### src/php_pkg.sv
// Packet header parser package: frame offsets, type codes, kind enums and
// the structs passed between the capture and result stages. No dependencies.

package php_pkg;

    // Ethernet / 802.1Q positions and codes
    localparam logic [7:0]  C_MIN_FRAME_LEN  = 8'd14;
    localparam logic [7:0]  C_POS_TYPE_HI    = 8'd12;
    localparam logic [7:0]  C_POS_TYPE_LO    = 8'd13;
    localparam logic [7:0]  C_POS_TCI_HI     = 8'd14;
    localparam logic [7:0]  C_POS_TCI_LO     = 8'd15;
    localparam logic [7:0]  C_POS_INNER_HI   = 8'd16;
    localparam logic [7:0]  C_POS_INNER_LO   = 8'd17;
    localparam logic [7:0]  C_L3_OFS_UNTAG   = 8'd14;
    localparam logic [7:0]  C_L3_OFS_TAG     = 8'd18;
    localparam logic [15:0] C_TYPE_VLAN      = 16'h8100;
    localparam logic [15:0] C_TYPE_IPV4      = 16'h0800;
    localparam logic [15:0] C_TYPE_ARP       = 16'h0806;

    // Offsets inside the IPv4 header
    localparam logic [7:0]  C_IP_OFS_IHL     = 8'd0;
    localparam logic [7:0]  C_IP_OFS_PROTO   = 8'd9;
    localparam logic [7:0]  C_IP_OFS_SRC     = 8'd12;
    localparam logic [7:0]  C_IP_OFS_DST     = 8'd16;
    localparam logic [7:0]  C_IP_HDR_LEN     = 8'd20;

    // Offsets inside the L4 header
    localparam logic [7:0]  C_L4_OFS_SPORT   = 8'd0;
    localparam logic [7:0]  C_L4_OFS_DPORT   = 8'd2;
    localparam logic [7:0]  C_L4_OFS_TCP_DO  = 8'd12;
    localparam logic [7:0]  C_TCP_HDR_LEN    = 8'd20;
    localparam logic [7:0]  C_UDP_HDR_LEN    = 8'd8;
    localparam logic [7:0]  C_ICMP_HDR_LEN   = 8'd8;

    localparam logic [7:0]  C_PROTO_ICMP     = 8'd1;
    localparam logic [7:0]  C_PROTO_TCP      = 8'd6;
    localparam logic [7:0]  C_PROTO_UDP      = 8'd17;

    localparam logic [7:0]  C_COUNT_MAX      = 8'hFF;

    typedef enum logic [1:0] {
        L3_NONE = 2'd0,
        L3_IPV4 = 2'd1,
        L3_ARP  = 2'd2
    } t_l3_kind;

    typedef enum logic [1:0] {
        L4_NONE = 2'd0,
        L4_TCP  = 2'd1,
        L4_UDP  = 2'd2,
        L4_ICMP = 2'd3
    } t_l4_kind;

    // Per-frame header fields gathered byte by byte
    typedef struct packed {
        logic [7:0]  byte_count;
        logic [15:0] ether_kind;
        logic        tag_seen;
        logic [11:0] tag_id;
        logic [3:0]  header_words;
        logic [7:0]  proto;
        logic [31:0] ip_src;
        logic [31:0] ip_dst;
        logic [15:0] l4_sport;
        logic [15:0] l4_dport;
        logic [3:0]  tcp_offset;
    } t_frame;

    // Metadata result for one frame
    typedef struct packed {
        logic        status;
        logic        vlan_present;
        logic [11:0] vlan_id;
        t_l3_kind    l3_kind;
        t_l4_kind    l4_kind;
        logic [7:0]  ip_protocol;
        logic [31:0] source_address;
        logic [31:0] dest_address;
        logic [15:0] source_port;
        logic [15:0] dest_port;
        logic [7:0]  payload_ofs;
        logic [31:0] tuple_hash;
    } t_meta;

    // Handshake between the capture stage and the result stage
    typedef struct packed {
        logic   valid;
        t_frame frame;
    } t_snap;

endpackage

### src/php_if.sv
// Channel interfaces of the packet header parser: the byte stream in and
// the per-frame metadata out. No dependencies.

interface php_byte_if;
    logic       valid;
    logic       ready;
    logic [7:0] packet_byte;
    logic       last_byte;

    modport source (output valid, output packet_byte, output last_byte, input ready);
    modport sink   (input valid, input packet_byte, input last_byte, output ready);
endinterface

interface php_meta_if;
    logic        valid;
    logic        ready;
    logic        status;
    logic        vlan_present;
    logic [11:0] vlan_id;
    logic [1:0]  l3_kind;
    logic [1:0]  l4_kind;
    logic [7:0]  ip_protocol;
    logic [31:0] source_address;
    logic [31:0] dest_address;
    logic [15:0] source_port;
    logic [15:0] dest_port;
    logic [7:0]  payload_ofs;
    logic [31:0] tuple_hash;

    modport source (
        output valid, input ready,
        output status, output vlan_present, output vlan_id, output l3_kind,
        output l4_kind, output ip_protocol, output source_address,
        output dest_address, output source_port, output dest_port,
        output payload_ofs, output tuple_hash
    );
    modport sink (
        input valid, output ready,
        input status, input vlan_present, input vlan_id, input l3_kind,
        input l4_kind, input ip_protocol, input source_address,
        input dest_address, input source_port, input dest_port,
        input payload_ofs, input tuple_hash
    );
endinterface

### src/php_field_capture.sv
// Input register and per-frame field capture. Holds the running header state
// and hands a snapshot of it on at the last byte. Uses php_pkg, php_byte_if.

module php_field_capture
    import php_pkg::*;
(
    input  logic       i_clk,
    input  logic       i_rst_n,
    php_byte_if.sink   i_byte,
    output t_snap      o_snap,
    input  logic       i_snap_rdy
);

    logic       r_in_vld;
    logic [7:0] r_in_byte;
    logic       r_in_last;
    t_frame     r_st;
    t_frame     n_st;
    logic       r_snap_vld;
    t_frame     r_snap;

    logic       snap_free;
    logic       adv;
    logic       in_ready;
    logic [7:0] pos;
    logic [7:0] b;
    logic [15:0] kind_lo;
    logic [7:0] l3;
    logic [7:0] rel3;
    logic [7:0] l4;
    logic [7:0] rel4;
    logic [3:0] hw;

    assign snap_free = !r_snap_vld || i_snap_rdy;
    // a last byte moves on only when the snapshot slot is free
    assign adv       = r_in_vld && (!r_in_last || snap_free);
    assign in_ready  = !r_in_vld || adv;
    assign i_byte.ready = in_ready;

    assign pos     = r_st.byte_count;
    assign b       = r_in_byte;
    assign kind_lo = {r_st.ether_kind[15:8], b};

    always_comb begin
        n_st = r_st;
        if (pos == C_POS_TYPE_HI) begin
            n_st.ether_kind = {b, 8'h00};
        end else if (pos == C_POS_TYPE_LO) begin
            if (kind_lo == C_TYPE_VLAN) begin
                n_st.tag_seen   = 1'b1;
                n_st.ether_kind = 16'h0000;
            end else begin
                n_st.ether_kind = kind_lo;
            end
        end else if (r_st.tag_seen && pos == C_POS_TCI_HI) begin
            n_st.tag_id = {b[3:0], 8'h00};
        end else if (r_st.tag_seen && pos == C_POS_TCI_LO) begin
            n_st.tag_id = {r_st.tag_id[11:8], b};
        end else if (r_st.tag_seen && pos == C_POS_INNER_HI) begin
            n_st.ether_kind = {b, 8'h00};
        end else if (r_st.tag_seen && pos == C_POS_INNER_LO) begin
            n_st.ether_kind = kind_lo;
        end

        l3   = n_st.tag_seen ? C_L3_OFS_TAG : C_L3_OFS_UNTAG;
        rel3 = pos - l3;
        // IHL taken on this very byte already moves the L4 offset
        hw   = (rel3 == C_IP_OFS_IHL) ? b[3:0] : r_st.header_words;
        l4   = l3 + {2'b00, hw, 2'b00};
        rel4 = pos - l4;

        if (pos >= l3) begin
            if (rel3 == C_IP_OFS_IHL) begin
                n_st.header_words = b[3:0];
            end else if (rel3 == C_IP_OFS_PROTO) begin
                n_st.proto = b;
            end else if (rel3 == C_IP_OFS_SRC) begin
                n_st.ip_src[31:24] = b;
            end else if (rel3 == C_IP_OFS_SRC + 8'd1) begin
                n_st.ip_src[23:16] = b;
            end else if (rel3 == C_IP_OFS_SRC + 8'd2) begin
                n_st.ip_src[15:8] = b;
            end else if (rel3 == C_IP_OFS_SRC + 8'd3) begin
                n_st.ip_src[7:0] = b;
            end else if (rel3 == C_IP_OFS_DST) begin
                n_st.ip_dst[31:24] = b;
            end else if (rel3 == C_IP_OFS_DST + 8'd1) begin
                n_st.ip_dst[23:16] = b;
            end else if (rel3 == C_IP_OFS_DST + 8'd2) begin
                n_st.ip_dst[15:8] = b;
            end else if (rel3 == C_IP_OFS_DST + 8'd3) begin
                n_st.ip_dst[7:0] = b;
            end

            if (pos >= l4) begin
                if (rel4 == C_L4_OFS_SPORT) begin
                    n_st.l4_sport[15:8] = b;
                end else if (rel4 == C_L4_OFS_SPORT + 8'd1) begin
                    n_st.l4_sport[7:0] = b;
                end else if (rel4 == C_L4_OFS_DPORT) begin
                    n_st.l4_dport[15:8] = b;
                end else if (rel4 == C_L4_OFS_DPORT + 8'd1) begin
                    n_st.l4_dport[7:0] = b;
                end else if (rel4 == C_L4_OFS_TCP_DO) begin
                    n_st.tcp_offset = b[7:4];
                end
            end
        end

        if (pos != C_COUNT_MAX) begin
            n_st.byte_count = pos + 8'd1;
        end
    end

    always_ff @(posedge i_clk) begin
        if (!i_rst_n) begin
            r_in_vld   <= 1'b0;
            r_st       <= '0;
            r_snap_vld <= 1'b0;
        end else begin
            if (in_ready) begin
                r_in_vld <= i_byte.valid;
            end
            if (adv) begin
                r_st <= r_in_last ? t_frame'('0) : n_st;
            end
            if (adv && r_in_last) begin
                r_snap_vld <= 1'b1;
            end else if (i_snap_rdy) begin
                r_snap_vld <= 1'b0;
            end
        end
    end

    always_ff @(posedge i_clk) begin
        if (in_ready && i_byte.valid) begin
            r_in_byte <= i_byte.packet_byte;
            r_in_last <= i_byte.last_byte;
        end
        if (adv && r_in_last) begin
            r_snap <= n_st;
        end
    end

    assign o_snap.valid = r_snap_vld;
    assign o_snap.frame = r_snap;

`ifndef SYNTHESIS
    a_clear_after_last: assert property (@(posedge i_clk) disable iff (!i_rst_n)
        (adv && r_in_last) |=> (r_st.byte_count == 8'd0 && !r_st.tag_seen))
        else $error("frame state not cleared after last byte");

    a_snap_hold: assert property (@(posedge i_clk) disable iff (!i_rst_n)
        (r_snap_vld && !i_snap_rdy) |=> (r_snap_vld && $stable(r_snap)))
        else $error("stalled snapshot changed");

    a_tag_pos: assert property (@(posedge i_clk) disable iff (!i_rst_n)
        r_st.tag_seen |-> (r_st.byte_count >= C_MIN_FRAME_LEN))
        else $error("tag flagged before the type field was complete");
`endif

endmodule

### src/php_result_build.sv
// Result stage: decodes a captured frame into metadata (kinds, length
// checks, payload offset, flow hash) and holds it in the output register.
// Uses php_pkg, php_meta_if.

module php_result_build
    import php_pkg::*;
(
    input  logic       i_clk,
    input  logic       i_rst_n,
    input  t_snap      i_snap,
    output logic       o_snap_rdy,
    php_meta_if.source o_meta
);

    t_meta      r_out;
    t_meta      n_out;
    logic       r_out_vld;
    logic       out_free;

    t_frame     f;
    logic [7:0] l3;
    logic [7:0] l4;
    logic [15:0] sp;
    logic [15:0] dp;

    assign out_free   = !r_out_vld || o_meta.ready;
    assign o_snap_rdy = out_free;
    assign f          = i_snap.frame;

    always_comb begin
        n_out = '0;
        l3    = f.tag_seen ? C_L3_OFS_TAG : C_L3_OFS_UNTAG;
        l4    = l3 + {2'b00, f.header_words, 2'b00};
        sp    = 16'h0000;
        dp    = 16'h0000;
        if (f.byte_count < C_MIN_FRAME_LEN) begin
            n_out.status = 1'b1;
        end else begin
            n_out.vlan_present = f.tag_seen;
            n_out.vlan_id      = f.tag_id;
            if (f.ether_kind == C_TYPE_IPV4 && f.byte_count >= l3 + C_IP_HDR_LEN) begin
                n_out.l3_kind        = L3_IPV4;
                n_out.ip_protocol    = f.proto;
                n_out.source_address = f.ip_src;
                n_out.dest_address   = f.ip_dst;
                if (f.proto == C_PROTO_TCP && f.byte_count >= l4 + C_TCP_HDR_LEN) begin
                    n_out.l4_kind     = L4_TCP;
                    sp                = f.l4_sport;
                    dp                = f.l4_dport;
                    n_out.payload_ofs = l4 + {2'b00, f.tcp_offset, 2'b00};
                end else if (f.proto == C_PROTO_UDP
                             && f.byte_count >= l4 + C_UDP_HDR_LEN) begin
                    n_out.l4_kind     = L4_UDP;
                    sp                = f.l4_sport;
                    dp                = f.l4_dport;
                    n_out.payload_ofs = l4 + C_UDP_HDR_LEN;
                end else if (f.proto == C_PROTO_ICMP) begin
                    n_out.l4_kind     = L4_ICMP;
                    n_out.payload_ofs = l4 + C_ICMP_HDR_LEN;
                end
                n_out.source_port = sp;
                n_out.dest_port   = dp;
                n_out.tuple_hash  = f.ip_src ^ f.ip_dst ^ {sp, dp} ^ {24'h0, f.proto};
            end else if (f.ether_kind == C_TYPE_ARP) begin
                n_out.l3_kind = L3_ARP;
            end
        end
    end

    always_ff @(posedge i_clk) begin
        if (!i_rst_n) begin
            r_out_vld <= 1'b0;
        end else if (out_free) begin
            r_out_vld <= i_snap.valid;
        end
    end

    always_ff @(posedge i_clk) begin
        if (out_free && i_snap.valid) begin
            r_out <= n_out;
        end
    end

    assign o_meta.valid          = r_out_vld;
    assign o_meta.status         = r_out.status;
    assign o_meta.vlan_present   = r_out.vlan_present;
    assign o_meta.vlan_id        = r_out.vlan_id;
    assign o_meta.l3_kind        = r_out.l3_kind;
    assign o_meta.l4_kind        = r_out.l4_kind;
    assign o_meta.ip_protocol    = r_out.ip_protocol;
    assign o_meta.source_address = r_out.source_address;
    assign o_meta.dest_address   = r_out.dest_address;
    assign o_meta.source_port    = r_out.source_port;
    assign o_meta.dest_port      = r_out.dest_port;
    assign o_meta.payload_ofs    = r_out.payload_ofs;
    assign o_meta.tuple_hash     = r_out.tuple_hash;

`ifndef SYNTHESIS
    a_short_empty: assert property (@(posedge i_clk) disable iff (!i_rst_n)
        (r_out_vld && r_out.status) |->
            (r_out.l3_kind == L3_NONE && r_out.tuple_hash == 32'h0 && !r_out.vlan_present))
        else $error("short frame result carries fields");

    a_l4_needs_ipv4: assert property (@(posedge i_clk) disable iff (!i_rst_n)
        (r_out_vld && r_out.l4_kind != L4_NONE) |-> (r_out.l3_kind == L3_IPV4))
        else $error("L4 kind without IPv4");

    a_offset_needs_l4: assert property (@(posedge i_clk) disable iff (!i_rst_n)
        (r_out_vld && r_out.payload_ofs != 8'd0) |-> (r_out.l4_kind != L4_NONE))
        else $error("payload offset without L4");
`endif

endmodule

### src/packet_header_parser.sv
// Channel  | Dir | Payload                                    | Transfer
// i_byte   | in  | packet_byte[7:0], last_byte                | valid && ready
// o_meta   | out | status .. tuple_hash (one per frame)       | valid && ready
//
// One byte per cycle is accepted unless a last byte waits to move on; once
// taken, a frame's result passes the snapshot register, then the result register.
// Reset (i_rst_n low, synchronous) empties every stage and clears frame state.
// A stalled o_meta holds its result; bytes keep flowing until a last byte
// finds the snapshot slot and output register both full and waits in the
// input register.
// Top level of the packet header parser. Uses php_pkg, php_if,
// php_field_capture, php_result_build.

module packet_header_parser
    import php_pkg::*;
(
    input  logic       i_clk,
    input  logic       i_rst_n,
    php_byte_if.sink   i_byte,
    php_meta_if.source o_meta
);

    t_snap snap;
    logic  snap_rdy;

    php_field_capture u_capture (
        .i_clk      (i_clk),
        .i_rst_n    (i_rst_n),
        .i_byte     (i_byte),
        .o_snap     (snap),
        .i_snap_rdy (snap_rdy)
    );

    php_result_build u_result (
        .i_clk      (i_clk),
        .i_rst_n    (i_rst_n),
        .i_snap     (snap),
        .o_snap_rdy (snap_rdy),
        .o_meta     (o_meta)
    );

endmodule

### src/flat_wrapper.sv
// flat-port wrapper written by rule: the top's interface ports become plain ports
module packet_header_parser_flat import php_pkg::*;
  (i_clk, i_rst_n, i_byte_valid, i_byte_packet_byte, i_byte_last_byte, i_byte_ready, o_meta_valid, o_meta_ready, o_meta_status, o_meta_vlan_present, o_meta_vlan_id, o_meta_l3_kind, o_meta_l4_kind, o_meta_ip_protocol, o_meta_source_address, o_meta_dest_address, o_meta_source_port, o_meta_dest_port, o_meta_payload_ofs, o_meta_tuple_hash);
  php_byte_if i_byte_i ();
  php_meta_if o_meta_i ();
  input  logic i_clk;
  input  logic i_rst_n;
  input wire logic [$bits(i_byte_i.valid)-1:0] i_byte_valid;
  input wire logic [$bits(i_byte_i.packet_byte)-1:0] i_byte_packet_byte;
  input wire logic [$bits(i_byte_i.last_byte)-1:0] i_byte_last_byte;
  output wire logic [$bits(i_byte_i.ready)-1:0] i_byte_ready;
  output wire logic [$bits(o_meta_i.valid)-1:0] o_meta_valid;
  input wire logic [$bits(o_meta_i.ready)-1:0] o_meta_ready;
  output wire logic [$bits(o_meta_i.status)-1:0] o_meta_status;
  output wire logic [$bits(o_meta_i.vlan_present)-1:0] o_meta_vlan_present;
  output wire logic [$bits(o_meta_i.vlan_id)-1:0] o_meta_vlan_id;
  output wire logic [$bits(o_meta_i.l3_kind)-1:0] o_meta_l3_kind;
  output wire logic [$bits(o_meta_i.l4_kind)-1:0] o_meta_l4_kind;
  output wire logic [$bits(o_meta_i.ip_protocol)-1:0] o_meta_ip_protocol;
  output wire logic [$bits(o_meta_i.source_address)-1:0] o_meta_source_address;
  output wire logic [$bits(o_meta_i.dest_address)-1:0] o_meta_dest_address;
  output wire logic [$bits(o_meta_i.source_port)-1:0] o_meta_source_port;
  output wire logic [$bits(o_meta_i.dest_port)-1:0] o_meta_dest_port;
  output wire logic [$bits(o_meta_i.payload_ofs)-1:0] o_meta_payload_ofs;
  output wire logic [$bits(o_meta_i.tuple_hash)-1:0] o_meta_tuple_hash;
  assign i_byte_i.valid = i_byte_valid;
  assign i_byte_i.packet_byte = i_byte_packet_byte;
  assign i_byte_i.last_byte = i_byte_last_byte;
  assign i_byte_ready = i_byte_i.ready;
  assign o_meta_valid = o_meta_i.valid;
  assign o_meta_i.ready = o_meta_ready;
  assign o_meta_status = o_meta_i.status;
  assign o_meta_vlan_present = o_meta_i.vlan_present;
  assign o_meta_vlan_id = o_meta_i.vlan_id;
  assign o_meta_l3_kind = o_meta_i.l3_kind;
  assign o_meta_l4_kind = o_meta_i.l4_kind;
  assign o_meta_ip_protocol = o_meta_i.ip_protocol;
  assign o_meta_source_address = o_meta_i.source_address;
  assign o_meta_dest_address = o_meta_i.dest_address;
  assign o_meta_source_port = o_meta_i.source_port;
  assign o_meta_dest_port = o_meta_i.dest_port;
  assign o_meta_payload_ofs = o_meta_i.payload_ofs;
  assign o_meta_tuple_hash = o_meta_i.tuple_hash;
  packet_header_parser u_core (.i_clk(i_clk), .i_rst_n(i_rst_n), .i_byte(i_byte_i), .o_meta(o_meta_i));
endmodule
### config.mk
export PLATFORM = sky130hd
export DESIGN_NAME = packet_header_parser_flat
export DESIGN_NICKNAME = d
export VERILOG_FILES = /design/src/php_pkg.sv /design/src/php_if.sv /design/src/php_field_capture.sv /design/src/php_result_build.sv /design/src/packet_header_parser.sv /design/src/flat_wrapper.sv
export SDC_FILE = /design/constraint.sdc
export NUM_CORES = 1
export LEC_CHECK = 0
export BUFFER_PORTS_ARGS = -buffer_cell sky130_fd_sc_hd__buf_2
export CORE_UTILIZATION = 54
export DETAILED_ROUTE_END_ITERATION = 16
export GPL_TIMING_DRIVEN = 0
export PLACE_DENSITY = 0.76
export SLEW_MARGIN = 20
export SYNTH_ARGS = -nofsm -noshare
export SYNTH_HDL_FRONTEND = slang
export SYNTH_SLANG_ARGS = --single-unit
### constraint.sdc
create_clock -name i_clk -period 8.9 [get_ports i_clk]
set_input_delay 0.89 -clock i_clk [delete_from_list [all_inputs] [get_ports i_clk]]
set_output_delay 0.89 -clock i_clk [all_outputs]
set_load 0.005 [all_outputs]
==> impl_metrics.env, run 1 <==
export IMPL_gr_total_overflow=0
export IMPL_crit_slowest_cell="edfxtp_1"
export IMPL_met2WireLength_um=24100
export IMPL_startpoint_type="flip-flop"
export IMPL_core_mm2=0.0370
export IMPL_grt_pass1_wl_um=78800
export IMPL_ys_seq_elements=470
export IMPL_postLayoutCoreUtil_pct=64.8
export IMPL_place_area_mm2=0.0222
export IMPL_vdd_drop_max_mv=0.127
export IMPL_cts_hold_buf=0
export IMPL_clk_pin_slew_worst_paths_ps=60
export IMPL_hold_class="reg2reg"
export IMPL_cap_violations=0
export IMPL_die_y_um=197
export IMPL_synth_cells=1561
export IMPL_cts_tree="built"
export IMPL_routedWlPerCell_um=22.3
export IMPL_nFillCells=2780
export IMPL_r2r_start="u_core.u_capture.b[1]"
export IMPL_cts_root_buf="clkbuf_16"
export IMPL_timing_final_hold_violations=0
export IMPL_synth_edf_count=318
export IMPL_required_ps=9410
export IMPL_n_antenna_cell=0
export IMPL_routed_wl_um=52200
export IMPL_relSlewSlack_pct=27.3
export IMPL_cp_end_kind="flip-flop"
export IMPL_p_clk_share_pct=47.4
export IMPL_gp_congestion=0.910
export IMPL_route_met3_wl_um=3960
export IMPL_dieArea_mm2=0.0387
export IMPL_grt_pass1_vias=13300
export IMPL_cts_buffers_inserted=48
export IMPL_rsz0062_at_grt="false"
export IMPL_crit_type="reg2reg"
export IMPL_grt_max_degree=108
export IMPL_cts_resized=0
export IMPL_grt_usage_pct=27.1
export IMPL_p_int_uw=3800
export IMPL_tightest_slew_ps=1080
export IMPL_dp_hpwl_um=36300
export IMPL_cts_buffer_depth=3
export IMPL_register_area_mm2=0.0126
export IMPL_slew_violations=0
export IMPL_reg2regPathDepth=24
export IMPL_vias=13600
export IMPL_final_area_mm2=0.0240
export IMPL_worst_path_stages=24
export IMPL_yosys_most_used_dff="edfxtp_1"
export IMPL_finalSetupViolCount=0
export IMPL_cp_buffers_inverters=2
export IMPL_syn2layout_area_growth_pct=16.9
export IMPL_p_leak_uw=0.00877
export IMPL_holdCritStartpoint="u_core.u_capture.r_st[107]"
export IMPL_die_w_um=197
export IMPL_pwr_share_seq_pct=49.3
export IMPL_crit_chain="or4bb_1, nor2_1, a41oi_4, inv_1, ha_1, a21o_1, a21oi_1, maj3_1, o2111ai_1, nor3_4, mux2_2, ha_1, inv_1, fa_1, ha_1, a21o_1, a21o_1, a2111oi_0, a41o_1, o21ai_1, nor4_2, nand2_1, nor2_1, a22o_1"
export IMPL_p_switching_uw=993
export IMPL_period_minus_slack_ps=8190
export IMPL_synth_nets=1617
export IMPL_cpPeakStageDelay_ps=690
export IMPL_fmax_mhz=122
export IMPL_drt_pass1_iterations=6
export IMPL_ys_warnings_count=0
export IMPL_syn_cell_area_mm2=0.0205
export IMPL_row_count=70
export IMPL_drc=0
export IMPL_seq_area_frac_synth_pct=61.4
export IMPL_combinationalPowerShare_pct=3.4
export IMPL_via_per_inst=5.83
export IMPL_cp_top_family="simple AND/OR/NAND/NOR gates"
export IMPL_hold_path_depth=1
export IMPL_port_buffers=174
export IMPL_synth_async_reset_ratio_pct=0
export IMPL_netlist_cell_type_count=74
export IMPL_syn_area_per_cell_um2=13.1
export IMPL_wl_met1_um=22100
export IMPL_antenna_found_initial=0
export IMPL_clock_skew_ps=19.7
export IMPL_ant_nets=0
export IMPL_cp_arrival_ps=8700
export IMPL_nets=1848
export IMPL_routed_top_layer="met4"
export IMPL_drive_gt1_share_pct=22.9
export IMPL_clk_latency_ps=580
export IMPL_fin_crit_sh_pct=92.0
export IMPL_start_util_pct=55.4
export IMPL_postCtsSetupBuffers=0
export IMPL_pin_count=177
export IMPL_p_sw_share_pct=20.7
export IMPL_p_per_area_mw_per_mm2=200
export IMPL_clkSinkCount=470
export IMPL_crit_fanout=10
export IMPL_htree_levels=2
export IMPL_status="completed"
export IMPL_multi_input_area_mm2=0.00738
export IMPL_drtIter0Drc=1460
export IMPL_startpoint="u_core.u_capture.b[1]"
-- power groups by stage --
| stage | Clock [uW] | Sequential, uW | Combinational, uW |
|---|---|---|---|
| detailed placement | 0 | 2410 | 158 |
| global placement | 0 | 2420 | 150 |
| CTS | 2290 | 2360 | 159 |
| finish | 2270 | 2360 | 162 |
| floorplan | 0 | 2410 | 72.6 |
| global route | 2370 | 2370 | 169 |
-- cell families (layout without fill, tap and decap cells) --
family,after synthesis,count (layout),share of synthesized area [%]
other cells,1,1,0.0183
fa+ha+maj,45,45,2.91
simple gates,411,411,11.6
compound gates,274,274,10.1
flops,470,470,61.4
buf+inv,131,402,2.58
mux,138,138,7.49
xor+xnor,91,91,3.89
-- area by class of cell --
type                       instances  share of cell area, %
inverter                          28                  0.470
timing repair buffer             181                   4.31
multi-input combinational        960                   30.8
tap                              504                   2.63
sequential                       470                   52.5
buffer                           103                   1.77
clock inverter                    36                   2.29
clock buffer                      54                   5.19
-- cells in the final DEF (no fill, tap or decap), types with 4 or more instances in the layout --
master,instances
a32oi_1,30
inv_1,27
a22oi_1,65
a32o_1,8
nand2_1,26
a31oi_1,5
nand4_1,6
dfxtp_1,152
nor4_1,7
mux2_2,117
xnor2_1,76
o21ai_0,46
bufinv_16,14
buf_2,185
clkbuf_1,88
nor2b_1,102
clkinv_1,6
nor3_1,5
clkbuf_16,49
xor2_1,15
nand3_1,10
fa_1,5
o21ai_1,9
and3_1,9
or2_2,5
buf_12,4
and2_1,127
mux2i_1,16
a22o_1,50
buf_1,4
nor2_1,86
ha_1,38
edfxtp_1,318
mux2_1,5
a21o_1,14
a21oi_1,19
clkinv_2,9
-- stage by stage --
stage                     instances  TNS (ps)  hold WS [ps]  total power, uW  setup slack, ps
final                          2336         0           469             4800              708
after global routing           2336         0           469             4910              307
after CTS                      2336         0           463             4810              893
after detailed placement       2246         0           453             2570              951
after global placement         2239   -445470           442             2570            -2780
after floorplan                1561         0           438             2490              119
-- per-layer routing --
metal	GRT usage [%]	vias to the layer above
met4	11.1	0
met3	4.36	127
met1	36.8	6673
met2	43.6	626
li1	-	6196
met5	0	-
-- sequential cells by signal (all words and copies together), names as in the netlist, 12 cells and up --
name                                   count
u_core.u_result.o_meta.source_address     32
u_core.u_capture.r_st                    133
u_core.u_result.o_meta.vlan_id            12
u_core.u_result.o_meta.dest_address       32
u_core.u_result.o_meta.source_port        16
u_core.u_result.o_meta.tuple_hash         32
u_core.u_result.o_meta.dest_port          16
u_core.u_capture.o_snap                  148
-- worst reg2reg max path, stage by stage (launching register included) --
cell       delay, ps
edfxtp_1         690
or4bb_1          630
nor2_1           240
a41oi_4          220
inv_1            260
ha_1             300
a21o_1           210
a21oi_1          280
maj3_1           240
o2111ai_1        280
nor3_4           470
mux2_2           400
ha_1             210
inv_1            100
fa_1             450
ha_1             390
a21o_1           210
a21o_1           180
a2111oi_0        410
a41o_1           140
o21ai_1          190
nor4_2           390
nand2_1          440
nor2_1           600
a22o_1           220
-- cell usage after synthesis (all sizes together) (3+ instances only) --
library cell | instances | area (um2)
fa | 5 | 100
and3 | 9 | 56.3
nor3b | 4 | 45.1
a22oi | 65 | 488
xor2 | 15 | 131
a21o | 14 | 105
xnor2 | 76 | 666
nor2 | 88 | 335
dfxtp | 152 | 3040
clkbuf | 84 | 317
buf | 19 | 108
mux2i | 16 | 160
nor4b | 3 | 26.3
nor3 | 7 | 57.6
a32o | 8 | 80.1
a22o | 50 | 438
nor4 | 9 | 77.6
o21a | 3 | 22.5
ha | 38 | 475
edfxtp | 318 | 9550
a32oi | 30 | 263
o21ai | 59 | 318
nand2 | 26 | 97.6
and2 | 128 | 801
a21oi | 19 | 95.1
or2 | 5 | 31.3
nand4 | 6 | 37.5
inv | 28 | 105
o211ai | 3 | 22.5
nand3 | 10 | 50.1
a31oi | 5 | 31.3
mux2 | 122 | 1370
nor2b | 103 | 644
-- path summary, 6_finish.rpt --
| path | to | slack [ps] |
|---|---|---|
| setup reg to reg | u_core.u_capture.r_st[10] | 710 |
| hold reg to reg | u_core.u_capture.r_st[107] | 470 |
| setup / recovery | u_core.u_capture.r_st[10] | 710 |
| hold / removal | u_core.u_capture.r_st[107] | 470 |
No activity file was read; power rests on OpenSTA's default activity.
==> run 2: changes to the inputs <==
clock period = 7.2 ns   (was 8.9 ns; I/O delays follow)
==> run 2 against run 1 <==
Against the previous run:
- flip-flop and latch count did not move
- clock skew fell by 0.98 ps
- global-route usage fell by 0.27 points
- cell area decreased by 0.51%
- power is 17% higher
- sequential share of layout area increased by 0.28 points
- critical path depth did not move
- die area unchanged
- worst setup slack got worse by 430 ps
- non-clock buffer count up 7
==> impl_metrics.env, run 2 (synthesis results as in run 1) <==
export IMPL_instances_no_fill=2340
export IMPL_grt_pass1_vias=13400
export IMPL_crit_chain="nor2_1, and3_1, a41oi_4, inv_2, fa_1, a21o_1, a211o_1, o211ai_1, o2111ai_4, nor3_4, mux2_2, ha_1, inv_1, fa_1, ha_1, a21o_1, a21o_1, a2111oi_1, a41o_1, o21ai_2, nor4_4, and2_1, buf_6, mux2_1"
export IMPL_nets=1854
export IMPL_dieArea_mm2=0.0387
export IMPL_drt_pass1_iterations=5
export IMPL_vdd_drop_max_mv=0.178
export IMPL_p_leak_uw=0.00868
export IMPL_final_area_mm2=0.0238
export IMPL_reg2reg_to="u_core.u_capture.o_snap[20]"
export IMPL_required_ps=7520
export IMPL_port_buffers=174
export IMPL_dp_hpwl_um=36200
export IMPL_routed_wl_um=51700
export IMPL_grt_pass1_wl_um=78100
export IMPL_largest_register_ff_count=148
export IMPL_r2r_slack_ps=280
export IMPL_cp_arrival_ps=7240
export IMPL_routedWlPerCell_um=22.1
export IMPL_period_minus_slack_ps=6920
export IMPL_slew_violations=0
export IMPL_multi_input_area_mm2=0.00743
export IMPL_crit_type="reg2reg"
export IMPL_antenna_found_initial=0
export IMPL_final_cell_mix="318 x edfxtp_1, 185 x buf_2, 151 x dfxtp_1, 127 x and2_1, 117 x mux2_2"
export IMPL_ant_nets=0
export IMPL_setup_tns_ps=0
export IMPL_pin_count=177
export IMPL_crit_fanout=10
export IMPL_status="completed"
export IMPL_via_per_inst=5.81
export IMPL_die_y_um=197
export IMPL_nFillCells=2769
export IMPL_tightest_slew_ps=1100
export IMPL_gr_total_overflow=0
export IMPL_holdCritStartpoint="i_byte_packet_byte[5]"
export IMPL_cts_root_buf="clkbuf_16"
export IMPL_cp_end_kind="flip-flop"
export IMPL_p_per_area_mw_per_mm2=236
export IMPL_placedCellCount=2245
export IMPL_reg2regPathDepth=24
export IMPL_path_common_cell="a21o_1"
export IMPL_hold_path_endpoint="u_core.u_capture.b[5]"
export IMPL_clk_latency_ps=590
export IMPL_relSlewSlack_pct=25.8
export IMPL_crit_slowest_cell="edfxtp_1"
export IMPL_clkSinkCount=470
export IMPL_drtIter0Drc=1306
export IMPL_postLayoutCoreUtil_pct=64.5
export IMPL_vias=13600
export IMPL_core_mm2=0.0370
export IMPL_grt_max_degree=102
export IMPL_clock_skew_ps=18.7
export IMPL_rsz0062_at_grt="false"
export IMPL_drive_gt1_share_pct=23.6
export IMPL_timing_final_hold_violations=0
export IMPL_grt_usage_pct=26.9
export IMPL_htree_levels=2
export IMPL_register_area_mm2=0.0126
export IMPL_cts_hold_buf=0
export IMPL_startpoint_type="flip-flop"
export IMPL_cts_buffers_inserted=47
export IMPL_place_area_mm2=0.0221
export IMPL_mostFrequentLayoutCell="edfxtp_1"
export IMPL_cts_tree="built"
export IMPL_cts_buffer_depth=3
export IMPL_clk_pin_slew_worst_paths_ps=60
export IMPL_finalSetupViolCount=0
export IMPL_row_count=70
export IMPL_fmax_mhz=145
export IMPL_start_util_pct=55.4
export IMPL_syn2layout_area_growth_pct=16.4
export IMPL_die_w_um=197
export IMPL_cap_violations=0
export IMPL_gp_congestion=0.884
export IMPL_fin_crit_sh_pct=96.1
export IMPL_n_antenna_cell=0
export IMPL_r2r_start="u_core.u_capture.b[6]"
export IMPL_hold_class="in2reg"
export IMPL_holdWs_ps=320
export IMPL_drc=0
export IMPL_hold_path_depth=1
export IMPL_cpPeakStageDelay_ps=700
==> run 2: critical path: cells and delay by family (launching register included) <==
kind | cells | cell delay [ps]
AO/OA/AOI/OAI | 10 | 2340
adder cells (fa/ha/maj) | 4 | 1440
AND/OR/NAND/NOR | 5 | 1030
flip-flops | 1 | 700
multiplexers | 2 | 730
buffers and inverters | 3 | 400
==> run 2: power by group <==
group | switching, uW | internal [uW] | total, uW | leakage [uW]
registers | 20.5 | 2900 | 2920 | 0.00420
logic | 151 | 53.4 | 205 | 0.00370
clock network | 1040 | 1460 | 2500 | 0.000783
==> run 2: cell type report <==
class | count | area share (%)
flip-flops and latches | 470 | 52.8
clock buffers | 57 | 5.41
clock inverters | 30 | 1.24
multi-input cells | 960 | 31.2
repair buffers | 188 | 4.44
well taps | 504 | 2.64
inverters | 28 | 0.472
plain buffers | 103 | 1.78
==> run 2: routing by layer <==
metal | global-route usage [%] | share of wire (%) | wire length [um] | vias up
li1 | - | - | - | 6210
met1 | 35.9 | 42 | 21800 | 6680
met2 | 43.0 | 47 | 24200 | 593
met3 | 5.61 | 7.7 | 3970 | 111
met4 | 10.7 | 3.4 | 1780 | 0
met5 | 0 | 0 | 0 | -
==> run 2: stage by stage <==
stage	setup slack [ps]	power (uW)
6_report	281	5620
5_1_grt	76.6	5770
4_1_cts	16.8	5650
3_5_place_dp	-794	3180
3_3_place_gp	-633	3180
2_1_floorplan	542	3070
==> run 2: worst max path at each step <==
| stage | start | end | slack, ps | cells past startpoint |
|---|---|---|---|---|
| global placement | u_core.u_capture.b[1] | u_core.u_capture.r_st[8] | -630 | 24 |
| floorplan | u_core.u_capture.pos[1] | u_core.u_capture.r_st[10] | 540 | 25 |
| finish | u_core.u_capture.b[6] | u_core.u_capture.o_snap[20] | 280 | 24 |
| detailed placement | u_core.u_capture.b[1] | u_core.u_capture.r_st[5] | -790 | 24 |
| CTS | u_core.u_capture.pos[1] | u_core.u_capture.r_st[33] | 20 | 24 |
| global route | u_core.u_capture.pos[1] | u_core.u_capture.o_snap[20] | 80 | 25 |
==> run 2: what timing repair did <==
item,CTS,global route
setup buffers,4,4
endpoints found under the hold margin,0,0
resized for setup,8,9
endpoints found under the setup margin,72,72
pin swaps,2,3
gates cloned,0,0
==> run 3: changes to the inputs <==
RECOVER_POWER = 100   (was not set)
==> run 3 against run 2 <==
Against the previous run:
- the flow now finishes with violations (max-capacitance violations, max-slew violations)
- cell count did not move
- highest routed layer unchanged
- cell area shrank 1.0%
- count of clock-buffer cells in the layout unchanged
- via count down 0.17%
- worst setup slack improved by 6.9 ps
- critical path type unchanged
- critical path depth stayed put
- non-clock buffer count unchanged
- hold slack lost 1.8 ps
==> impl_metrics.env, run 3 (synthesis results as in run 1) <==
export IMPL_drc=0
export IMPL_rsz0062_at_grt="false"
export IMPL_p_leak_uw=0.00845
export IMPL_crit_fanout=10
export IMPL_status="finished, violations left"
export IMPL_p_clk_share_pct=44.5
export IMPL_drtIter0Drc=1341
export IMPL_ant_nets=0
export IMPL_fmax_mhz=145
export IMPL_mostFrequentLayoutCell="edfxtp_1"
export IMPL_slew_violations=244
export IMPL_fin_crit_sh_pct=96.0
export IMPL_cp_arrival_ps=7230
export IMPL_clk_latency_ps=590
export IMPL_syn2layout_area_growth_pct=15.2
export IMPL_clkSinkCount=470
export IMPL_placedCellCount=2245
export IMPL_gp_congestion=0.884
export IMPL_cts_tree="built"
export IMPL_drt_pass1_iterations=6
export IMPL_start_util_pct=55.4
export IMPL_instances_no_fill=2340
export IMPL_clock_skew_ps=16.4
export IMPL_die_y_um=197
export IMPL_via_per_inst=5.80
export IMPL_failed_checks="max-capacitance violations, max-slew violations"
export IMPL_pin_count=177
export IMPL_cts_buffers_inserted=47
export IMPL_routedWlPerCell_um=22.1
export IMPL_grt_max_degree=102
export IMPL_cts_buffer_depth=3
export IMPL_relSlewSlack_pct=-71.7
export IMPL_largest_register_ff_count=148
export IMPL_core_mm2=0.0370
export IMPL_die_w_um=197
export IMPL_port_buffers=174
export IMPL_cts_hold_buf=0
export IMPL_drive_gt1_share_pct=16.1
export IMPL_antenna_found_initial=0
export IMPL_period_minus_slack_ps=6910
export IMPL_gr_total_overflow=0
export IMPL_vias=13600
export IMPL_grt_usage_pct=26.9
export IMPL_cp_end_kind="flip-flop"
export IMPL_clk_pin_slew_worst_paths_ps=60
export IMPL_crit_type="reg2reg"
export IMPL_register_area_mm2=0.0126
export IMPL_routed_wl_um=51800
export IMPL_multi_input_area_mm2=0.00740
export IMPL_p_per_area_mw_per_mm2=238
export IMPL_nFillCells=2828
export IMPL_pwr_share_seq_pct=52.0
export IMPL_dp_hpwl_um=36200
export IMPL_final_cell_mix="318 x edfxtp_1, 176 x clkbuf_1, 151 x dfxtp_1, 102 x nor2b_1, 100 x buf_2"
export IMPL_combinationalPowerShare_pct=3.5
export IMPL_finalSetupViolCount=0
export IMPL_required_ps=7520
export IMPL_vdd_drop_max_mv=0.178
export IMPL_p_sw_share_pct=21.6
export IMPL_cts_root_buf="clkbuf_16"
export IMPL_row_count=70
export IMPL_hold_class="in2reg"
export IMPL_postLayoutCoreUtil_pct=63.9
export IMPL_p_switching_uw=1210
export IMPL_grt_pass1_vias=13400
export IMPL_nets=1854
export IMPL_n_antenna_cell=0
export IMPL_htree_levels=2
export IMPL_timing_final_hold_violations=0
export IMPL_tightest_slew_ps=2580
export IMPL_dieArea_mm2=0.0387
export IMPL_holdWs_ps=318
export IMPL_p_int_uw=4410
export IMPL_cap_violations=6
export IMPL_grt_pass1_wl_um=78100
export IMPL_startpoint_type="flip-flop"
==> run 3: changes by cell type in the layout (fill, tap and decap cells not counted), sizes merged <==
| cell | before | now |
|---|---|---|
| buf | 207 | 113 |
| clkbuf | 141 | 235 |
| clkinvlp | 1 | 2 |
| inv | 30 | 29 |
==> run 3: per-stage QoR <==
stage               worst slack, ps  setup TNS, ps  area [um2]  total power, uW
floorplan                       542              0       20500             3070
detailed placement             -794         -41900       22100             3180
global placement               -633         -33570       22000             3180
global route                   56.3              0       23600             5770
CTS                            16.8              0       23800             5650
finish                          288              0       23600             5620
==> run 3: final timing paths <==
kind / end / slack, ps / depth (start not counted) / startpoint
worst min-delay path: u_core.u_capture.b[2] / 320 / 1 / i_byte_packet_byte[2]
worst min register to register: u_core.u_capture.r_st[104] / 460 / 1 / u_core.u_capture.r_st[104]
worst max-delay path: u_core.u_capture.o_snap[20] / 290 / 24 / u_core.u_capture.b[6]
worst max register to register: u_core.u_capture.o_snap[20] / 290 / 24 / u_core.u_capture.b[6]
==> run 3: power groups by stage <==
| stage | clock network [uW] | logic, uW | registers (uW) |
|---|---|---|---|
| after floorplan | 0 | 92.1 | 2980 |
| after global placement | 0 | 187 | 2990 |
| after detailed placement | 0 | 195 | 2980 |
| after CTS | 2530 | 198 | 2920 |
| after global routing | 2640 | 206 | 2930 |
| final | 2500 | 196 | 2920 |
==> run 3: what timing repair did <==
item                                    in CTS  in global routing
buffers inserted                             4                  4
pin swaps                                    2                  3
endpoints found under the setup margin      72                 72
gates resized for setup                      8                  9
==> run 3: layout make-up <==
| type | count | area share (%) |
|---|---|---|
| clock inverter | 30 | 1.26 |
| clock buffer | 57 | 5.47 |
| tap | 504 | 2.67 |
| sequential | 470 | 53.4 |
| inverter | 28 | 0.451 |
| timing repair buffer | 188 | 3.70 |
| multi-input combinational | 960 | 31.4 |
| buffer | 103 | 1.73 |
==> run 3: layer usage <==
metal / routed length (um) / vias up / share of wire (%) / track usage, %
met1: 22000 / 6660 / 43 / 35.9
met5: 0 / - / 0 / 0
met2: 24200 / 584 / 47 / 43.0
met4: 1680 / 0 / 3.2 / 10.7
li1: - / 6221 / - / -
met3: 3840 / 106 / 7.4 / 5.61
==> run 3: critical path: stages (launching register included) <==
cell       delay [ps]
edfxtp_1          720
nor2_1             80
and3_1            240
a41oi_4           310
inv_2             130
fa_1              450
a21o_1            230
a211o_1           290
o211ai_1          140
o2111ai_4         220
nor3_4            190
mux2_2            370
ha_1              220
inv_1              80
fa_1              410
ha_1              380
a21o_1            210
a21o_1            180
a2111oi_1         420
a41o_1            170
o21ai_2           130
nor4_4            260
and2_1            280
buf_6             190
mux2_1            360
